[config.mk]
export PLATFORM = sky130hd
export DESIGN_NAME = qle_front_flat
export DESIGN_NICKNAME = d
export VERILOG_FILES = /design/src/rtl/tabular_q_learning_engine_macros.svh /design/src/rtl/qle_pkg.sv /design/src/rtl/qle_if.sv /design/src/rtl/qle_front.sv /design/src/flat_wrapper.sv
export SDC_FILE = /design/constraint.sdc
export NUM_CORES = 1
export LEC_CHECK = 0
export BUFFER_PORTS_ARGS = -buffer_cell sky130_fd_sc_hd__clkbuf_2
export CORE_ASPECT_RATIO = 0.7
export CORE_MARGIN = 1
export CORE_UTILIZATION = 47
export CTS_CLUSTER_DIAMETER = 150
export DETAILED_ROUTE_END_ITERATION = 8
export PLACE_DENSITY = 0.76
export SETUP_SLACK_MARGIN = 0.3
export SKIP_CTS_REPAIR_TIMING = 1
export SLEW_MARGIN = 20
export SYNTH_ARGS = -nofsm -noshare
export SYNTH_HDL_FRONTEND = slang
export SYNTH_SLANG_ARGS = --single-unit
[constraint.sdc]
create_clock -name clk_i -period 4.1 [get_ports clk_i]
set_input_delay 0.205 -clock clk_i [delete_from_list [all_inputs] [get_ports clk_i]]
set_output_delay 0.205 -clock clk_i [all_outputs]
set_load 0.1 [all_outputs]
[src/rtl/tabular_q_learning_engine_macros.svh]
// assertion macros for the q-learning engine rtl
`ifndef TABULAR_Q_LEARNING_ENGINE_MACROS_SVH
`define TABULAR_Q_LEARNING_ENGINE_MACROS_SVH

// property that must hold at every clock edge out of reset
`define QLE_ASSERT(label, prop, msg) \
  label: assert property (@(posedge clk_i) disable iff (!rst_ni) (prop)) else $error(msg);

// condition in one cycle implies a consequence in the next cycle
`define QLE_ASSERT_NEXT(label, cond, cons, msg) \
  label: assert property (@(posedge clk_i) disable iff (!rst_ni) (cond) |=> (cons)) \
    else $error(msg);

`endif

[src/rtl/qle_pkg.sv]
// shared types and constants of the q-learning engine
`timescale 1ns / 1ps
package qle_pkg;

  localparam int NUM_ACTIONS = 4;
  localparam int QUEUE_DEPTH = 2;

  localparam logic [16:0] ONE_Q1_16 = 17'd65536;
  localparam logic signed [31:0] Q_ONE = 32'sd65536;
  localparam logic signed [31:0] Q_MAX = 32'sh7fffffff;
  localparam logic signed [31:0] Q_MIN = 32'sh80000000;

  // reset values of the configuration registers
  localparam logic [16:0] ALPHA_RST = 17'd6554;
  localparam logic [16:0] GAMMA_RST = 17'd58982;
  localparam logic [16:0] EPS_RST   = 17'd6554;
  localparam logic [16:0] DECAY_RST = 17'd65209;
  localparam logic [16:0] MIN_RST   = 17'd655;

  typedef enum logic [1:0] {
    MODE_CHOOSE = 2'd0,
    MODE_UPDATE = 2'd1,
    MODE_DECAY  = 2'd2,
    MODE_NOP    = 2'd3
  } mode_e;

  typedef enum logic [2:0] {
    CFG_ALPHA = 3'd0,
    CFG_GAMMA = 3'd1,
    CFG_EPS   = 3'd2,
    CFG_DECAY = 3'd3,
    CFG_MIN   = 3'd4
  } cfg_idx_e;

  typedef enum logic [3:0] {
    ST_CLEAR,
    ST_IDLE,
    ST_READ,
    ST_MUL1,
    ST_TGT,
    ST_MUL2,
    ST_UPD,
    ST_DECAY,
    ST_DONE
  } state_e;

  // configuration seen by the back end
  typedef struct packed {
    logic [16:0] alpha;
    logic [16:0] gamma;
    logic [16:0] init_eps;
    logic [16:0] decay;
    logic [16:0] min_eps;
  } cfg_t;

  // decoded request passed from front to back
  typedef struct packed {
    mode_e              mode;
    logic [2:0]         pos_x;
    logic [2:0]         pos_y;
    logic [1:0]         act;
    logic signed [31:0] reward;
    logic [2:0]         next_x;
    logic [2:0]         next_y;
    logic [15:0]        frac;
    logic [1:0]         rand_act;
    logic               pos_off;
    logic               next_off;
  } cmd_t;

  // back end control toward the front
  typedef struct packed {
    logic pop;
    logic clearing;
  } back_ctl_t;

endpackage

[src/rtl/qle_if.sv]
// request and response channel interfaces
`timescale 1ns / 1ps
interface qle_req_if;
  logic               valid;
  logic               ready;
  logic [1:0]         mode;
  logic [2:0]         pos_x;
  logic [2:0]         pos_y;
  logic [1:0]         taken_action;
  logic signed [31:0] reward;
  logic [2:0]         next_x;
  logic [2:0]         next_y;
  logic [15:0]        rand_frac;
  logic [1:0]         rand_action;

  modport source (output valid, mode, pos_x, pos_y, taken_action, reward, next_x, next_y,
                  rand_frac, rand_action, input ready);
  modport sink (input valid, mode, pos_x, pos_y, taken_action, reward, next_x, next_y,
                rand_frac, rand_action, output ready);
endinterface


[src/rtl/qle_front.sv]
// request intake: decode, grid check and a short command queue
`timescale 1ns / 1ps
module qle_front import qle_pkg::*; #(
  parameter int GRID_DIM = 8
) (
  input  logic      clk_i,
  input  logic      rst_ni,
  qle_req_if.sink   req_i,
  input  back_ctl_t ctl_i,
  output logic      cmd_valid_o,
  output cmd_t      cmd_o
);

  localparam int PW = $clog2(QUEUE_DEPTH);

  cmd_t            fifo_q [QUEUE_DEPTH];
  logic [PW-1:0]   wp_q, wp_d, rp_q, rp_d;
  logic [PW:0]     cnt_q, cnt_d;
  logic            push;
  cmd_t            cmd_new;

  // accept while there is room and the table is not being cleared
  assign req_i.ready = (cnt_q != (PW+1)'(QUEUE_DEPTH)) && !ctl_i.clearing;
  assign push        = req_i.valid && req_i.ready;

  // classify the request
  always_comb begin
    cmd_new.mode     = mode_e'(req_i.mode);
    cmd_new.pos_x    = req_i.pos_x;
    cmd_new.pos_y    = req_i.pos_y;
    cmd_new.act      = req_i.taken_action;
    cmd_new.reward   = req_i.reward;
    cmd_new.next_x   = req_i.next_x;
    cmd_new.next_y   = req_i.next_y;
    cmd_new.frac     = req_i.rand_frac;
    cmd_new.rand_act = req_i.rand_action;
    cmd_new.pos_off  = (32'(req_i.pos_x) >= GRID_DIM) || (32'(req_i.pos_y) >= GRID_DIM);
    cmd_new.next_off = (32'(req_i.next_x) >= GRID_DIM) || (32'(req_i.next_y) >= GRID_DIM);
  end

  // queue pointers
  always_comb begin
    wp_d  = push ? wp_q + 1'b1 : wp_q;
    rp_d  = ctl_i.pop ? rp_q + 1'b1 : rp_q;
    cnt_d = cnt_q + (PW+1)'(push) - (PW+1)'(ctl_i.pop);
  end

  always_ff @(posedge clk_i or negedge rst_ni) begin
    if (!rst_ni) begin
      wp_q  <= '0;
      rp_q  <= '0;
      cnt_q <= '0;
    end else begin
      wp_q  <= wp_d;
      rp_q  <= rp_d;
      cnt_q <= cnt_d;
    end
  end

  // queue storage
  always_ff @(posedge clk_i) begin
    if (push) begin
      fifo_q[wp_q] <= cmd_new;
    end
  end

  assign cmd_valid_o = (cnt_q != '0);
  assign cmd_o       = fifo_q[rp_q];

endmodule

[src/flat_wrapper.sv]
// flat-port wrapper written by rule: the top's interface ports become plain ports
module qle_front_flat import qle_pkg::*;
#(
  parameter int GRID_DIM = 8
)
  (clk_i, rst_ni, ctl_i, cmd_valid_o, cmd_o, req_i_valid, req_i_mode, req_i_pos_x, req_i_pos_y, req_i_taken_action, req_i_reward, req_i_next_x, req_i_next_y, req_i_rand_frac, req_i_rand_action, req_i_ready);
  qle_req_if req_i_i ();
  input  logic clk_i;
  input  logic rst_ni;
  input  back_ctl_t ctl_i;
  output logic cmd_valid_o;
  output cmd_t cmd_o;
  input wire logic [$bits(req_i_i.valid)-1:0] req_i_valid;
  input wire logic [$bits(req_i_i.mode)-1:0] req_i_mode;
  input wire logic [$bits(req_i_i.pos_x)-1:0] req_i_pos_x;
  input wire logic [$bits(req_i_i.pos_y)-1:0] req_i_pos_y;
  input wire logic [$bits(req_i_i.taken_action)-1:0] req_i_taken_action;
  input wire logic [$bits(req_i_i.reward)-1:0] req_i_reward;
  input wire logic [$bits(req_i_i.next_x)-1:0] req_i_next_x;
  input wire logic [$bits(req_i_i.next_y)-1:0] req_i_next_y;
  input wire logic [$bits(req_i_i.rand_frac)-1:0] req_i_rand_frac;
  input wire logic [$bits(req_i_i.rand_action)-1:0] req_i_rand_action;
  output wire logic [$bits(req_i_i.ready)-1:0] req_i_ready;
  assign req_i_i.valid = req_i_valid;
  assign req_i_i.mode = req_i_mode;
  assign req_i_i.pos_x = req_i_pos_x;
  assign req_i_i.pos_y = req_i_pos_y;
  assign req_i_i.taken_action = req_i_taken_action;
  assign req_i_i.reward = req_i_reward;
  assign req_i_i.next_x = req_i_next_x;
  assign req_i_i.next_y = req_i_next_y;
  assign req_i_i.rand_frac = req_i_rand_frac;
  assign req_i_i.rand_action = req_i_rand_action;
  assign req_i_ready = req_i_i.ready;
  qle_front #(.GRID_DIM(GRID_DIM)) u_core (.clk_i(clk_i), .rst_ni(rst_ni), .req_i(req_i_i), .ctl_i(ctl_i), .cmd_valid_o(cmd_valid_o), .cmd_o(cmd_o));
endmodule
Yosys cells after proc, flatten, opt, wreduce, memory -nomap -nowiden --
Memories as Yosys holds them, arrays and structs flattened. Index checks and enable logic that the tools add are counted. Widths: inputs -> output; s select.
Storage, ports and cells: register bits 4, memory bits (writable) 132, bits of input ports 71, output and inout bits 70, word-level logic and storage cells 15, memories kept 1
Memory list:
- u_core.fifo_q | depth 2, bits a word 66, read ports 1, clocked after memory_dff 0, write ports 1, RTL line qle_front.sv:16 | cmd_t fifo_q [QUEUE_DEPTH];
Operators by class: add/subtract/negate cells 4, equal/unequal tests 1, muxes and demuxes 2, reductions and logical operators 4
Operators by type and width (count):
- $add 1x1->1 const B | 2
- $add 2x1->2 | 1
- $logic_and 1x1->1 | 2
- $mux 1 | 2
- $ne 2x2->1 const B | 1
- $reduce_bool 2->1 | 1
- $sub 2x1->2 | 1
- $logic_not 1->1 | 1

Logic depth before layout (Yosys ltp) --
depth in word-level cells 5, depth in mapped cells 6, mapped depth without buffers 6

Worst setup path before layout --
OpenSTA, ideal clock, no wires.
path type register -> register, start reg u_core.cnt_q[1], end mem u_core.fifo_q[0][0] (netlist bit) (enable), setup time 0.498 ns, data arrival time 3.729 ns, data required time 3.602 ns, path slack -0.128 ns, cell stages (with the launch flop) 4, path buffers 0, period minus slack after synthesis 4.228 ns, cells stage by stage dfrtp_1 -> nor2b_1 -> nor3b_4 -> nor2b_1
On the way: cells in the longest elaborated chain, start to end 5
RTL lines:
- start: declaration | RTL line qle_front.sv:18 | logic [PW:0] cnt_q, cnt_d;
- start signal: assignment | RTL line qle_front.sv:56 | cnt_q <= cnt_d;
- $ne 2x2->1 | RTL line qle_front.sv:23 | assign req_i.ready = (cnt_q != (PW+1)'(QUEUE_DEPTH)) && !ctl_i.clearing;
- $logic_and 1x1->1 | RTL line qle_front.sv:23
- $logic_and 1x1->1 | RTL line qle_front.sv:24 | assign push = req_i.valid && req_i.ready;
- $mux 1 | RTL line qle_front.sv:62 | if (push) begin
- $mux 1 (not written as such) | RTL line qle_front.sv:63 | fifo_q[wp_q] <= cmd_new;
- end: declaration | RTL line qle_front.sv:16
Every way passes these cells.

==> metrics <==
Routed WL=9570 um; Setup CP Type=reg2out; GP Congestion=~0.68; GRT Resource Usage Total=16.0%; Worst EP required=3.89 ns; WL/cell=16.5 um; CP startpoint kind=flop; RSZ-0062 raised after global routing=false; CTS tree=done; Port Buffers=138; Clock Tree Buf Depth=2; Fin. Hold Viols=0; via-per-instance ratio=4.78; placeable core area=0.0105 mm2; Worst EP arrival=2.38 ns; max frequency=387 MHz; final setup TNS=0 ns; sequential cell area fraction in the yosys report=between 70% and 80%; largest net degree at the start of global routing=68; count of cell types in the netlist=17; fraction of layout cells with a size suffix above 1=53.9%; Max-slew headroom=27.9%; post-route antenna net violation count=0; HP Class=in2reg; skew final=0.00545 ns; first-pass GRT wire length=13000 um; Post-Syn Area=0.00511 mm2; slowest CP cell=dfrtp_4; Die Span X=127 um; status=finished clean; htree depth=4; Final nets=between 500 and 600; Area growth syn-to-layout=37.8%; Worst Hold Margin=0.00473 ns; Final Cycle Share=63.0%; antenna violations before repair=0; final setup vio count=0; Die H=89.2 um; total gr overflow=0; final max-slew violation count=0; number of global-route vias before repair=2624; detailed-route DRC error count=0; DRT iter0 DRCs=between 100 and 150; Sink Count=roughly 140; total CTS buffers=17; Via Count=2780; Initial Utilization=about half; #FFs+latches synth=136; Top Ports=141; Critical Path Fanout Max=67; hpwl dp=approximately 5700 um; Clock Latency Late Sink=0.40 ns; crit path cell chain=mux2_2 > clkbuf_2; CP peak stage delay=1.14 ns; CTS root buf=clkbuf_16; drt pass-1 iters=4; WP buf/inv=1; Ant. Diodes=0; Clk pin slew, worst setup/hold paths=0.05 ns; Worst-Margin Slew=1.08 ns; total die area=0.0113 mm2; Yosys warnings=0; minimum clock period=2.58 ns; syn_area_per_cell=22.6 um2; Max-Cap Viols=0; Post-Synthesis Cells=226; CP endpoint kind=output port; Worst path top cell family by delay=flip-flops; FILL cells=734; Rows=31
## cells by family (layout without fill, tap and decap cells)
group | count (synthesis) | in the layout | share of synthesized area, %
other | 1 | 2 | 0.0734
muxes | 66 | 66 | 16.7
buffers and inverters | 11 | 233 | 1.54
DFF | 136 | 136 | 79.5
adders and majority gates | 2 | 2 | 0.490
and+or+nand+nor | 6 | 6 | 0.931
xor gates and xnor gates | 4 | 4 | 0.686
## cell type report
type	instances	area [um2]	area share (%)
Sequential cell	136	4070	57.8
Timing Repair Buffer	199	1310	18.6
Multi-Input combinational cell	80	980	13.9
Clock buffer	17	425	6.04
Tap cell	132	165	2.35
Clock inverter	15	87.6	1.24
Inverter	2	7.51	0.107
## per-layer routing
metal | global-route usage (%) | wire length [um] | vias up | part of all wire, %
li1 | - | - | 1302 | -
met1 | 20.0 | 4170 | 1364 | 44
met2 | 24.6 | 4720 | 104 | 49
met3 | 6.70 | 582 | 10 | 6.1
met4 | 7.78 | 95 | 0 | 0.99
met5 | 0 | 0 | - | 0
## cells in the final DEF, fill, tap and decap left out, drive strengths merged
cell | Yosys | routed
edfxtp | 132 | 132
nor2b | 2 | 2
or2 | 1 | 1
mux2 | 66 | 66
and2 | 1 | 1
clkinvlp | 0 | 3
xor2 | 2 | 2
dlygate4sd3 | 0 | 58
ha | 2 | 2
nor2 | 1 | 1
clkinv | 0 | 11
inv | 2 | 3
dfrtp | 4 | 4
clkbuf | 0 | 155
nor3b | 1 | 1
buf | 9 | 3
conb | 1 | 2
xnor2 | 2 | 2
## synthesized netlist by cell type
library cell / n / area share (%)
and2_1: 1 / 0.12
buf_2: 3 / 0.29
buf_4: 3 / 0.44
buf_6: 3 / 0.66
conb_1: 1 / 0.073
dfrtp_1: 4 / 2.0
edfxtp_1: 132 / 78
ha_1: 2 / 0.49
inv_1: 2 / 0.15
mux2_2: 36 / 7.9
mux2_4: 30 / 8.8
nor2_1: 1 / 0.073
nor2b_1: 2 / 0.24
nor3b_4: 1 / 0.37
or2_2: 1 / 0.12
xnor2_1: 2 / 0.34
xor2_1: 2 / 0.34
## final timing paths
check | start | end | slack [ns] | cells past startpoint
setup reg to reg | u_core.cnt_q[1]$_DFF_PN0_ | u_core.fifo_q[0][49]$_DFFE_PP_ | 1.78 | 4
max in group asynchronous | rst_ni | u_core.rp_q$_DFFE_PN0P_ | 3.82 | 2
hold / removal | ctl_i[1] | u_core.rp_q$_DFFE_PN0P_ | 0.005 | 2
min in group asynchronous | rst_ni | u_core.cnt_q[0]$_DFF_PN0_ | 0.14 | 2
setup / recovery | u_core.rp_q$_DFFE_PN0P_ | cmd_o[48] | 1.52 | 2
hold reg to reg | u_core.cnt_q[1]$_DFF_PN0_ | u_core.cnt_q[1]$_DFF_PN0_ | 0.49 | 1
## flip-flops by register name, indices dropped and copies added (netlist names)
name           cells
u_core.cnt_q       2
u_core.wp_q        1
u_core.fifo_q    132
u_core.rp_q        1
## stage by stage
| step | cell area (um2) | setup WS (ns) | instances | utilization, % |
|---|---|---|---|---|
| 2_1_floorplan | 5120 | 1.13 | 227 | - |
| 3_3_place_gp | 5950 | 1.83 | 491 | 56.8 |
| 3_5_place_dp | 5950 | 1.76 | 491 | 56.8 |
| 4_1_cts | 6460 | 1.49 | 523 | 61.7 |
| 5_1_grt | 7040 | 1.43 | 581 | 67.2 |
| 6_report | 7040 | 1.52 | 581 | 67.2 |
## worst register-to-register path, stage by stage (launching register included)
cell and delay, ns:
dfrtp_1 0.39, nor2b_1 0.17, nor3b_4 0.26, nor2b_4 0.82, buf_12 0.33
Power is left out: the tool's default activity adds up to more than one toggle a clock period on the data nets, which glitch-free logic cannot reach.
